<file path="src/ssdsq_pkg.sv">
// ----------------------------------------------------------------------------
// ssdsq_pkg
// Shared constants for the segment-to-segment squared distance core.
// ----------------------------------------------------------------------------
package ssdsq_pkg;

    // Fraction bits of the segment parameters sc and tc.
    localparam int TPAR_BITS = 32;

    // Fraction bits kept in each difference component before squaring.
    localparam int KEEP_BITS = 8;

    // Right shift that rounds a difference component.
    localparam int RND_SHIFT = TPAR_BITS - KEEP_BITS;

    // Latency of the split multiplier.
    localparam int MUL_LAT = 2;

    // Result field and its stream width.
    localparam int DIST_W      = 34;
    localparam int OUT_TDATA_W = 40;
    localparam logic [DIST_W-1:0] DIST_MAX = '1;

    // Configuration port.
    localparam int APB_ADDR_W = 3;
    localparam int APB_DATA_W = 32;
    localparam int EPS_W      = 16;
    localparam logic [EPS_W-1:0] EPS_RESET = 16'd1;
    localparam logic [APB_ADDR_W-3:0] REG_EPS = 1'b0;

endpackage

</file>
<file path="src/ssdsq_mul.sv">
// ----------------------------------------------------------------------------
// ssdsq_mul
// Two-stage signed multiplier that splits the second operand in halves.
// ----------------------------------------------------------------------------
module ssdsq_mul
    import ssdsq_pkg::*;
#(
    parameter int WIDTH = 36
)
(
    input  logic                        clk,
    input  logic                        en,
    input  logic signed [WIDTH-1:0]     op_a,
    input  logic signed [WIDTH-1:0]     op_b,
    output logic signed [2*WIDTH-1:0]   prod
);

    localparam int LO_W = WIDTH / 2;
    localparam int HI_W = WIDTH - LO_W;

    logic signed [WIDTH+LO_W:0]   lo_reg;
    logic signed [WIDTH+LO_W:0]   lo_next;
    logic signed [WIDTH+HI_W-1:0] hi_reg;
    logic signed [WIDTH+HI_W-1:0] hi_next;
    logic signed [2*WIDTH-1:0]    prod_reg;
    logic signed [2*WIDTH-1:0]    prod_next;

    // Partial products against the low and high halves of op_b.
    always_comb
    begin
        lo_next = op_a * $signed({1'b0, op_b[LO_W-1:0]});
        hi_next = op_a * $signed(op_b[WIDTH-1:LO_W]);
    end

    // Recombine the partial products.
    always_comb
    begin
        prod_next = ((2*WIDTH)'(hi_reg) <<< LO_W) + (2*WIDTH)'(lo_reg);
    end

    always_ff @(posedge clk)
    begin
        if (en)
        begin
            lo_reg   <= lo_next;
            hi_reg   <= hi_next;
            prod_reg <= prod_next;
        end
    end

    assign prod = prod_reg;

endmodule

</file>
<file path="config.mk">
export PLATFORM = sky130hd
export DESIGN_NAME = ssdsq_mul
export DESIGN_NICKNAME = d
export VERILOG_FILES = /design/src/ssdsq_pkg.sv /design/src/ssdsq_mul.sv
export SDC_FILE = /design/constraint.sdc
export NUM_CORES = 2
export LEC_CHECK = 0
export BUFFER_PORTS_ARGS = -buffer_cell sky130_fd_sc_hd__buf_2
export CAP_MARGIN = 30
export CORE_ASPECT_RATIO = 0.9
export CORE_UTILIZATION = 51
export CTS_CLUSTER_DIAMETER = 120
export DETAILED_ROUTE_END_ITERATION = 10
export PLACE_DENSITY = 0.66
export SYNTH_ARGS = -nofsm -noshare
export SYNTH_HDL_FRONTEND = slang
export SYNTH_SLANG_ARGS = --single-unit
</file>
<file path="constraint.sdc">
create_clock -name clk -period 11.4 [get_ports clk]
set_input_delay 2.28 -clock clk [delete_from_list [all_inputs] [get_ports clk]]
set_output_delay 2.28 -clock clk [all_outputs]
set_load 0.01 [all_outputs]
</file>
==> impl_metrics.tcl <==
set metrics [dict create \
    worstMarginPinSlew_ns 1.06 \
    vias_per_cell 5.34 \
    multi_input_area_mm2 0.0411 \
    synth_cell_types 80 \
    cts_setup_buffers 0 \
    post-synth-top-area-cell "fa_1" \
    die_y_um 308 \
    finalNetCount 7243 \
    grt_max_degree 72 \
    critical_path_class "in -> reg" \
    grt_pass1_vias 40900 \
    final_layout_size_suffix_gt1_share_pct 4.35 \
    synth_edf_count 181 \
    dp_hpwl_um 104000 \
    synth_top_area_share_pct 46.8 \
    area.sequential_mm2 0.00544 \
    synthesis.area_mm2 0.0530 \
    remaining_drc_errors 28 \
    finalSetupViolations 0 \
    crit_top_cell "fa_1" \
    area_growth_pct 4.27 \
    min_period_ns 9.20 \
    synth_fp_nets 7342 \
    io_pins 146 \
    clock-sinks 181 \
    die-area_mm2 0.105 \
    ctsResizeCount 0 \
    end_kind "register" \
    ys.warnings.count 0 \
    final_antenna_net_count 0 \
    port_buffers 145 \
    status "finished with violations" \
    min_period_over_period_pct 80.7 \
    yosys-top-cells-area "fa_1 47%, edfxtp_1 10%, inv_1 10%" \
    fin_tns_setup_ns 0 \
    finClkSkew_ns 0.0166 \
    yosysSeqAreaShare_pct 10.2 \
    relSlewSlack_pct 29.5 \
    cap_viol_max_count 0 \
    insertion_delay_ns 0.49 \
    path_buf_inv 7 \
    cp_top_family "adder cells" \
    grt_first_pass_wirelength_um 223000 \
    dr.pass1.iters 9 \
    clockRootBuffer "clkbuf_16" \
    num_rows 111 \
    max_freq_mhz 109 \
    cts_tree "done" \
    antenna_found_initial 3 \
    ys_ff_latch 181 \
    synthFlopType "edfxtp_1" \
    clkTransAtPathRegs_ns 0.09 \
    mostFrequentLayoutCells "1445 x inv_1, 1239 x fa_1, 783 x nand2_1, 565 x and2_1, 317 x ha_1" \
    violations "design-rule violations" \
    arrival_ns 9.44 \
    core_area_mm2 0.102 \
    crit_required_ns 11.64 \
    grt_use_total_pct 27.4 \
    start_util_pct 51.7 \
    pre_cts_slack_ns 1.80 \
    cts_buffers 17 \
    syn_inst 5712 \
    rsz0062_at_grt "false" \
    routed_wl_um 133000 \
    final_common_cell "inv_1" \
    cts_max_level 4 \
    postCtsHoldBufs 0 \
    gp_congestion 0.890 \
    routedWlPerCell_um 19.1 \
    clk_path_buf_depth 2 \
    fin_hold_ws_ns 0.423 \
    synthArstFlopShare_pct 0 \
    largest_reg_flops 72 \
    cpPeakStageDelay_ns 0.52 \
    drv_slew 0 \
    grt-ovfl-total 0 \
    hp-class "reg -> reg" \
    hold_viol 0 \
    fillers 9481 \
    slowest_stage "fa_1" \
    path_max_fanout 19 \
    syn_avg_cell_area_um2 9.28 \
    n_antenna_cell 0 \
    vias 37300 \
    drt-initial-drc-count 2359 \
    die_width_um 342 \
    start_kind "input pin" \
    setup_slack_ns 2.20 \
]
-- through the flow --
| step | utilization [%] | area [um2] | std cells |
|---|---|---|---|
| floorplan | - | 53000 | 5712 |
| finish | 53.9 | 55300 | 6982 |
| global route | 53.9 | 55300 | 6982 |
| global placement | 53.2 | 54500 | 6944 |
| CTS | 53.9 | 55200 | 6978 |
| detailed placement | 53.3 | 54600 | 6946 |
-- final timing paths --
| path | from | to | slack, ns | cells past startpoint |
|---|---|---|---|---|
| min | lo_reg[4] | prod[4] | 0.42 | 0 |
| min reg2reg | lo_reg[4] | prod[4] | 0.42 | 0 |
| max reg2reg | lo_reg[19] | prod[71] | 7.39 | 11 |
| max | op_a[22] | hi_reg[50] | 2.20 | 25 |
-- synthesized netlist by cell type (all sizes together), types with 5 or more instances --
master	count
inv	1445
fa	1239
nand2	784
and2	568
ha	317
clkbuf	286
edfxtp	181
a21oi	162
nor2	116
xnor2	115
a21o	73
o21ai	68
nand3	42
xor2	39
o21a	25
nand2b	24
nor3	19
o21bai	19
a211oi	17
a31oi	15
and3	15
nand4	14
o211ai	14
o31ai	12
buf	10
nor2b	10
a21boi	9
a211o	7
or2	6
or3	5
-- cell families after synthesis --
family / Yosys count / share of synthesized area [%]
buffers and inverters: 1741 / 12.3
AND/OR/NAND/NOR: 1613 / 14.7
adder cells (fa/ha/maj): 1556 / 54.3
AO/OA/AOI/OAI: 467 / 5.89
flip-flops: 181 / 10.2
XOR/XNOR: 154 / 2.54
-- metal layers --
layer / share of wire [%] / global-route usage, % / vias to the layer above
met2: 50 / 46.9 / 1116
li1: - / - / 16500
met4: 3.7 / 10.0 / 6
met5: 0.031 / 0 / -
met3: 5.7 / 3.58 / 221
met1: 41 / 35.4 / 19500
-- worst reg2reg max path, stage by stage, from the launching register on --
cell and delay [ns]:
edfxtp_1 0.45, ha_1 0.33, a211oi_1 0.23, nor2_1 0.18
o31ai_1 0.85, a21oi_1 0.29, nor3_2 0.44, a21oi_2 0.18
a31o_2 0.31, a211o_1 0.25, a21oi_1 0.18, xnor2_1 0.08
-- layout make-up --
| class | instances | share of cell area [%] |
|---|---|---|
| inverter | 1445 | 9.81 |
| multi-input combinational | 3790 | 74.2 |
| sequential | 181 | 9.83 |
| tap | 1356 | 3.07 |
| clock buffer | 17 | 0.769 |
| timing repair buffer | 178 | 1.91 |
| clock inverter | 15 | 0.362 |
Power is not shown: default switching activity piles up to over one toggle a cycle in this logic, so the estimate is an artifact.
